<file path="config.mk">
export PLATFORM = sky130hd
export DESIGN_NAME = permutation_rank_unrank
export DESIGN_NICKNAME = d
export VERILOG_FILES = /design/src/design/prru_pkg.sv /design/src/design/permutation_rank_unrank.sv
export SDC_FILE = /design/constraint.sdc
export NUM_CORES = 2
export LEC_CHECK = 0
export BUFFER_PORTS_ARGS = -buffer_cell sky130_fd_sc_hd__buf_2
export CAP_MARGIN = 20
export CORE_MARGIN = 2
export CORE_UTILIZATION = 59
export DETAILED_ROUTE_END_ITERATION = 8
export GPL_TIMING_DRIVEN = 1
export PLACE_DENSITY = 0.88
export SLEW_MARGIN = 20
export SYNTH_ARGS = -nofsm -noshare
export SYNTH_HDL_FRONTEND = slang
export SYNTH_SLANG_ARGS = --single-unit
</file>
<file path="constraint.sdc">
create_clock -name clk -period 41.7 [get_ports clk]
set_input_delay 4.17 -clock clk [delete_from_list [all_inputs] [get_ports clk]]
set_output_delay 4.17 -clock clk [all_outputs]
set_load 0.005 [all_outputs]
</file>
<file path="src/design/prru_pkg.sv">
package prru_pkg;

  localparam int PERM_LEN = 9;
  localparam int RANK_W   = 19;
  localparam int ELEM_W   = 4;
  localparam int DIGIT_W  = 4;

  typedef logic [RANK_W-1:0] rank_t;
  typedef logic [ELEM_W-1:0] elem_t;
  typedef logic [DIGIT_W-1:0] digit_t;

  // 9! -- first rank that does not name a permutation
  localparam rank_t RANK_LIMIT = 19'd362880;

  typedef enum logic {
    CMD_RANK   = 1'b0,
    CMD_UNRANK = 1'b1
  } cmd_t;

  // One pipeline slot. In rank mode acc is the running sum and elems hold the
  // input permutation; in unrank mode acc is the remaining rank, elems fill up
  // with picked values and used marks the values already taken.
  typedef struct packed {
    cmd_t                       cmd;
    logic                       err;
    rank_t                      acc;
    elem_t [PERM_LEN-1:0]       elems;
    logic  [PERM_LEN:1]         used;
  } stage_t;

  function automatic rank_t fact(input int n);
    int f;
    f = 1;
    for (int k = 2; k <= n; k++) begin
      f = f * k;
    end
    return rank_t'(f);
  endfunction

endpackage

</file>
<file path="src/design/permutation_rank_unrank.sv">
// Permutation rank / unrank over the values 1 to 9 (Lehmer code).
//
// Command channel: drive command, rank_in and elem_in_0..8 with start high;
// the item is taken at a rising edge where start is high and busy is low.
// busy stays low, so an item can be taken at every edge.
// command = rank: rank_out returns the lexicographic rank of the elements.
// command = unrank: elem_out_0..8 return the permutation for rank_in; a rank
// of 9! or more raises range_error and returns all-zero elements.
// Result channel: done is high for exactly one cycle with the result fields;
// the result is taken at the edge that ends that cycle and cannot be held off.
// An item taken at an edge passes through the input register and the stages
// below into the result register. Throughput: one item per cycle.
// The path is set by the nine-stage pipeline behind the input register, one
// stage per element position: each stage adds one weighted count (rank) or
// peels one factorial digit and picks one unused value (unrank).
// Reset (rst, synchronous) drops every item in flight; no result follows.
module permutation_rank_unrank (
  input  logic            clk,
  input  logic            rst,
  input  logic            start,
  output logic            busy,
  input  logic            command,
  input  prru_pkg::rank_t rank_in,
  input  prru_pkg::elem_t elem_in_0,
  input  prru_pkg::elem_t elem_in_1,
  input  prru_pkg::elem_t elem_in_2,
  input  prru_pkg::elem_t elem_in_3,
  input  prru_pkg::elem_t elem_in_4,
  input  prru_pkg::elem_t elem_in_5,
  input  prru_pkg::elem_t elem_in_6,
  input  prru_pkg::elem_t elem_in_7,
  input  prru_pkg::elem_t elem_in_8,
  output logic            done,
  output prru_pkg::rank_t rank_out,
  output prru_pkg::elem_t elem_out_0,
  output prru_pkg::elem_t elem_out_1,
  output prru_pkg::elem_t elem_out_2,
  output prru_pkg::elem_t elem_out_3,
  output prru_pkg::elem_t elem_out_4,
  output prru_pkg::elem_t elem_out_5,
  output prru_pkg::elem_t elem_out_6,
  output prru_pkg::elem_t elem_out_7,
  output prru_pkg::elem_t elem_out_8,
  output logic            range_error
);
  import prru_pkg::*;

  // Valid bit per slot: slot 0 is the input register, slot PERM_LEN the
  // result register.
  logic   [PERM_LEN:0] vld;
  stage_t              pipe [PERM_LEN+1];
  stage_t              in_next;
  logic                accept;
  elem_t  [PERM_LEN-1:0] elems_out;

  // No multi-cycle work anywhere, so never push back.
  assign busy   = 1'b0;
  assign accept = start && !busy;

  // Build the input slot: rank mode carries the elements, unrank mode the
  // rank, an out-of-range rank only its error flag.
  always_comb begin
    in_next     = '0;
    in_next.cmd = cmd_t'(command);
    if (cmd_t'(command) == CMD_RANK) begin
      in_next.elems = {elem_in_8, elem_in_7, elem_in_6, elem_in_5, elem_in_4,
                       elem_in_3, elem_in_2, elem_in_1, elem_in_0};
    end else if (rank_in >= RANK_LIMIT) begin
      in_next.err = 1'b1;
    end else begin
      in_next.acc = rank_in;
    end
  end

  always_ff @(posedge clk) begin
    if (rst) begin
      vld <= '0;
    end else begin
      vld <= {vld[PERM_LEN-1:0], accept};
    end
  end

  // Hold the input register while no item arrives.
  always_ff @(posedge clk) begin
    if (accept) begin
      pipe[0] <= in_next;
    end
  end

  // One stage per position s, weight (8-s)!.
  for (genvar s = 0; s < PERM_LEN; s++) begin : g_stage
    localparam rank_t W = fact(PERM_LEN - 1 - s);

    stage_t cur;
    stage_t nxt;
    digit_t cnt;
    digit_t digit;
    digit_t seen;
    logic   found;

    assign cur = pipe[s];

    always_comb begin
      nxt   = cur;
      cnt   = '0;
      digit = '0;
      seen  = '0;
      found = 1'b0;

      // Rank: later elements smaller than this one.
      for (int j = 0; j < PERM_LEN; j++) begin
        if (j > s && cur.elems[j] < cur.elems[s]) begin
          cnt = cnt + digit_t'(1);
        end
      end

      // Unrank: factorial digit by parallel compares against the multiples.
      for (int k = 1; k < PERM_LEN; k++) begin
        if (cur.acc >= rank_t'(W * rank_t'(k))) begin
          digit = digit + digit_t'(1);
        end
      end

      case (cur.cmd)
        CMD_RANK: begin
          nxt.acc = cur.acc + rank_t'(W * rank_t'(cnt));
        end
        CMD_UNRANK: begin
          nxt.acc = cur.acc - rank_t'(W * rank_t'(digit));
          // Take the digit-th unused value, counting from zero.
          for (int v = 1; v <= PERM_LEN; v++) begin
            if (!cur.used[v] && !found) begin
              if (seen == digit) begin
                found         = 1'b1;
                nxt.elems[s]  = elem_t'(v);
                nxt.used[v]   = 1'b1;
              end else begin
                seen = seen + digit_t'(1);
              end
            end
          end
        end
        default: begin
          nxt = cur;
        end
      endcase
    end

    always_ff @(posedge clk) begin
      pipe[s+1] <= nxt;
    end
  end

  // Drive the result from the last slot; drop the fields the mode does not own.
  assign done        = vld[PERM_LEN];
  assign range_error = pipe[PERM_LEN].err;
  assign rank_out    = (pipe[PERM_LEN].cmd == CMD_RANK) ? pipe[PERM_LEN].acc : '0;
  assign elems_out   = (pipe[PERM_LEN].cmd == CMD_UNRANK && !pipe[PERM_LEN].err) ?
                       pipe[PERM_LEN].elems : '0;

  assign elem_out_0 = elems_out[0];
  assign elem_out_1 = elems_out[1];
  assign elem_out_2 = elems_out[2];
  assign elem_out_3 = elems_out[3];
  assign elem_out_4 = elems_out[4];
  assign elem_out_5 = elems_out[5];
  assign elem_out_6 = elems_out[6];
  assign elem_out_7 = elems_out[7];
  assign elem_out_8 = elems_out[8];

`ifndef SYNTHESIS
  // Every accepted item comes out exactly after the pipeline depth.
  a_latency_fwd: assert property (@(posedge clk) disable iff (rst)
    accept |-> ##(PERM_LEN+1) done)
    else $error("item accepted but no result after pipeline latency");

  a_latency_bwd: assert property (@(posedge clk) disable iff (rst)
    done |-> $past(accept, PERM_LEN+1))
    else $error("result shown without a matching accepted item");

  a_err_zero: assert property (@(posedge clk) disable iff (rst)
    done && range_error |-> rank_out == '0 && elems_out == '0 &&
      cmd_t'($past(command, PERM_LEN+1)) == CMD_UNRANK)
    else $error("range error with nonzero fields or outside unrank");

  a_rank_bound: assert property (@(posedge clk) disable iff (rst)
    done |-> rank_out < RANK_LIMIT)
    else $error("rank sum overflowed 9!");
`endif

endmodule
</file>
Word level (Yosys, flattened, before mapping)
Memories as Yosys holds them, arrays and structs flattened. Index checks and enable logic that the tools add are counted.

Output and inout bits: 58. Input bits: 59. Memories: 1. Bits in registers: 10. Memory bits (writable): 660.

Bitwise operators: 9. Multiply operators: 12. Muxes and demuxes: 927. Magnitude comparators: 109. Reductions and logical operators: 227. Equal/unequal tests: 72. Add/subtract/negate cells: 171.

Memories: pipe (depth 10, bits a word 66, rd ports 10, clocked after memory_dff 0, wr ports 10, RTL line permutation_rank_unrank.sv:51) `stage_t pipe [PERM_LEN+1];`.

Operator list (number): $mux 4 (498); $add 4x1->4 const B (154); $mux 1 (404); $pmux 19 s2 (9); $eq 4x4->1 (72); $ge 19x3->1 const B (11); $logic_not 1->1 (145); $lt 4x4->1 (36); $ge 19x4->1 const B (7); $ge 19x10->1 const B (5); $ge 19x2->1 const B (5); $ge 19x5->1 const B (5); $ge 19x13->1 const B (4); $ge 19x6->1 const B (4); $ge 19x7->1 const B (4); $ge 19x8->1 const B (4); $logic_and 1x1->1 (73); $mux 36 (2); $mux 9 (8); $ge 19x12->1 const B (3); $ge 19x15->1 const B (3); $ge 19x16->1 const B (3); $ge 19x18->1 const B (3); $ge 19x19->1 const B (3); 32 further kinds (62).

Logic depth before layout (Yosys ltp)
An unclocked memory read counts as a cell.

Depth in word-level cells: 53. Gate-level depth with buffers: 66. Gate-level depth less buffers: 62.

Worst setup path before layout
No wires, ideal clock.

Path type: reg2reg. From: mem pipe[3][56] (netlist name). To: mem pipe[4][22] (netlist name). Buffers on the path: 2. Clock period less this slack: 13592 ps. Data arrival time: 13458 ps. Slack: 28108 ps. Library setup time: 135 ps. Stages on the path, launching flop included: 63. Path through: dfxtp_1 -> nor4_2 -> nand4_2 -> a311o_1 -> ha_1 -> or3_1 -> and2_1 -> ha_1 -> o21a_1 -> a31o_2 -> ha_1 -> nor2b_1 -> nor2_1 -> ha_1 -> nand2_1 -> o31ai_1 -> ha_1 -> mux2_2 -> [... 27 more ...] -> mux2i_1 -> or4b_1 -> nand3_1 -> a211oi_2 -> or3b_1 -> xor2_1 -> a31oi_1 -> nor2_1 -> nor2_1 -> a221oi_1 -> ha_1 -> xnor3_1 -> or4_1 -> a211oi_1 -> nand2_1 -> a21oi_1 -> a2111o_1 -> o211ai_1.

RTL lines (RTL line): start, declared (permutation_rank_unrank.sv:51).

==> summary.md <==
| Metric | Value |
|---|---|
| Die area | 0.0894 sq mm |
| Worst Path Max Fanout | 16 |
| Post-Syn Area | 0.0513 sq mm |
| Yosys top cell by area | dfxtp_1 |
| Initial antenna violation count | 3 |
| Layout cells sized above 1 | 0.0864 |
| Clock sink count | 652 |
| Family with the most delay on the worst path | simple AND/OR/NAND/NOR gates |
| Routed Antenna Nets | 0 |
| Total number of vias | 44400 |
| GR peak layer | met2 |
| Fillers | 6968 |
| Final period util | 0.375 |
| CP max-delay cell | or4_1 |
| Buffers on Ports | 115 |
| Worst Tran Pin Value | 1.16 ns |
| Grt met1 use | 0.354 |
| Top cells by area, synth | dfxtp_1 23%, ha_1 13%, xnor2_1 5.6% |
| Final Setup Violations | 0 |
| Wire length per cell after detailed routing | 17.9 microns |
| Post-CTS setup buffers | 0 |
| Bufs and invs on worst path | 2 |
| Starting Density | 0.593 |
| Drt total wl | 129 mm |
| Vias in the first global route | 42900 |
| CTS hold repair buffers | 0 |
| Worst flop-to-flop path endpoint | pipe[9][44]$_DFF_P_ |
| Fin. max-slew vios | 0 |
| Fin area | 0.0552 sq mm |
| P&R area growth vs syn | 7.64% |
| Die X-Extent | 299 microns |
| Placed cell areas | 0.0528 sq mm |
| Max Cap Viol | 0 |
| Worst EP arrival | 16.18 ns |
| Dpl hpwl | 100 mm |
| Hold Path Origin | pipe[3][45]$_DFF_P_ |
| CTS resizes | 0 |
| First-pass GRT wire length | 211 mm |
| #FFs+latches synth | 652 |
| Diodes inserted | 0 |
| Clock skew | 0.0354 ns |
| Synth Instances | 5970 |
| Largest net degree at the start of global routing | 59 |
| Cell count after placement | 7104 |
| Slowest stage delay, CP | 0.71 ns |
| Worst-case clock buffer depth | 3 |
| Finished Layout Cells | 7233 |
| Syn_area_per_cell | 8.60 sq um |
| Post-route minimum period | 15.64 ns |
| Drt first-iter violations | 3506 |
| Clk pin slew, worst setup/hold paths | 0.06 ns |
| Final setup TNS | 0 ns |
| CTS tree | done |
| Num rows | 108 |
| # nets final | 6667 |
| Post-synthesis sequential area ratio | 0.265 |
| Post-synth top area share | 0.232 |
| CP required | 42.23 ns |
| Number of flops mapped to enable cells by yosys | 57 |
| RR Startpoint | pipe[8][51]$_DFF_P_ |
| Final Wtd Congestion | 0.970 |
| R2R Setup Slk | 26.06 ns |
| Unrepaired setup endpoints after global routing | false |
| Stages on worst setup path | 57 |
| End point of the critical path | pipe[9][44]$_DFF_P_ |
| HP Class | register to register |
| CP startpoint kind | register |
| Grt total ovfl | 0 |
| I/O pins | 117 |
| Status | completed |
| DRC viols | 0 |
| Worst Setup End Kind | register |
| Core Area | 0.0865 sq mm |
| Prevailing post-synth register cell | dfxtp_1 |
| Die height | 299 microns |
| Yosys warns | 0 |
| Cell repeated most along the worst path | ha_1 |
| Final hold vios | 0 |
| Slew headroom | 0.220 |
| Worst-Skew Late Latency | 0.65 ns |
| Distinct cells, synth | 153 |
| H-tree depth | 3 |
| FMAX | 63.9 MHz |
| Met3 usage | 0.0387 |
| CTS Buf Count | 71 |
| Critical path class | register to register |
| Root buffer cell | clkbuf_16 |
| Reg2reg path depth | 57 |
| First-pass iteration count of the detailed router | 7 |
| Total GRT Usage | 0.281 |
| Critical path origin | pipe[8][51]$_DFF_P_ |
| Ys async rst share | 0 |
| Grt met2 use | 0.482 |
| Via density | 6.14 |
[state kept, by name (all words and copies together) (netlist names)]
register and count:
pipe 642, vld 10
[cells by family after synthesis]
logic type      count (synthesis)  synth area share
mux                           127            0.0269
xor+xnor                      565             0.106
simple gates                 1843             0.188
buf+inv                       614            0.0481
other cells                     1         0.0000731
flops                         652             0.265
fa+ha+maj                     588             0.150
compound gates               1580             0.215
[how the worst min path moves through the flow]
stage | slack (ns) | endpoint | cells past startpoint
finish | 0.30 | pipe[4][45]$_DFF_P_ | 0
global route | 0.31 | pipe[4][45]$_DFF_P_ | 0
CTS | 0.30 | pipe[7][31]$_DFF_P_ | 0
floorplan | 0.31 | pipe[2][10]$_DFF_P_ | 0
detailed placement | 0.31 | pipe[4][10]$_DFF_P_ | 0
global placement | 0.31 | pipe[8][22]$_DFF_P_ | 0
[synthesized netlist by cell type (57+ instances only)]
cell type	instances
nand2_1	420
o21bai_1	61
nand2b_1	109
inv_1	436
a31oi_1	63
o21ai_0	298
nand3_1	142
xnor2_1	329
nor2_1	383
a21oi_1	351
a21o_1	177
xor2_1	199
and2_1	103
nor2b_1	119
nor3_1	112
dfxtp_1	595
clkbuf_1	114
and3_1	88
mux2i_1	66
edfxtp_1	57
mux2_2	58
ha_1	540
[metal layers]
layer | routed length [microns] | share of wire
met4 | 5200 | 0.040
met2 | 61200 | 0.47
met3 | 7810 | 0.060
met1 | 55100 | 0.43
met5 | 12 | 0.000093
[worst register-to-register path: cells and delay by family (launching register included)]
family,cells,cell delay [ns]
and+or+nand+nor,20,5.17
muxes,5,1.43
AOI/OAI and AO/OA,15,3.72
DFF,1,0.34
xor gates and xnor gates,5,1.10
adders and majority gates,10,3.20
buffers and inverters,2,0.58
[layout make-up]
class	instances	area, sq um	share of cell area
Tap cell	1155	1450	0.0262
Timing Repair Buffer	140	763	0.0138
Sequential cell	652	13600	0.247
Inverter	450	1690	0.0306
Multi-Input combinational cell	4707	35300	0.638
Clock buffer	93	1960	0.0355
Clock inverter	36	505	0.00915
[through the flow]
| step | hold slack, ns | setup slack [ns] | util |
|---|---|---|---|
| floorplan | 0.310 | 28.11 | - |
| global placement | 0.310 | 26.65 | 0.610 |
| detailed placement | 0.312 | 26.26 | 0.610 |
| CTS | 0.304 | 26.14 | 0.639 |
| global route | 0.310 | 24.97 | 0.639 |
| finish | 0.303 | 26.06 | 0.639 |
[layout by cell type (no fill, tap or decap), types with 27 or more instances in the layout]
master	n
clkbuf_16	72
or2_2	46
ha_1	540
xnor2_1	329
edfxtp_1	57
nand3_1	142
nor3_1	112
fa_1	46
o21a_1	37
nand2_1	420
dfxtp_1	595
xor2_1	199
and2_1	103
mux2_2	58
mux2i_1	66
nor2b_1	118
a21o_1	177
o31ai_1	46
o211ai_1	55
nand2b_1	109
or4_1	27
a31oi_1	63
nor2_1	383
a211o_1	27
buf_2	115
a211oi_1	34
nor4_1	46
or3_1	48
nand4_1	51
o21bai_1	61
o21ai_0	297
and3_1	88
a21oi_1	351
inv_1	436
Power is not shown: default switching activity piles up to over one toggle a cycle in this logic, so the estimate is an artifact.
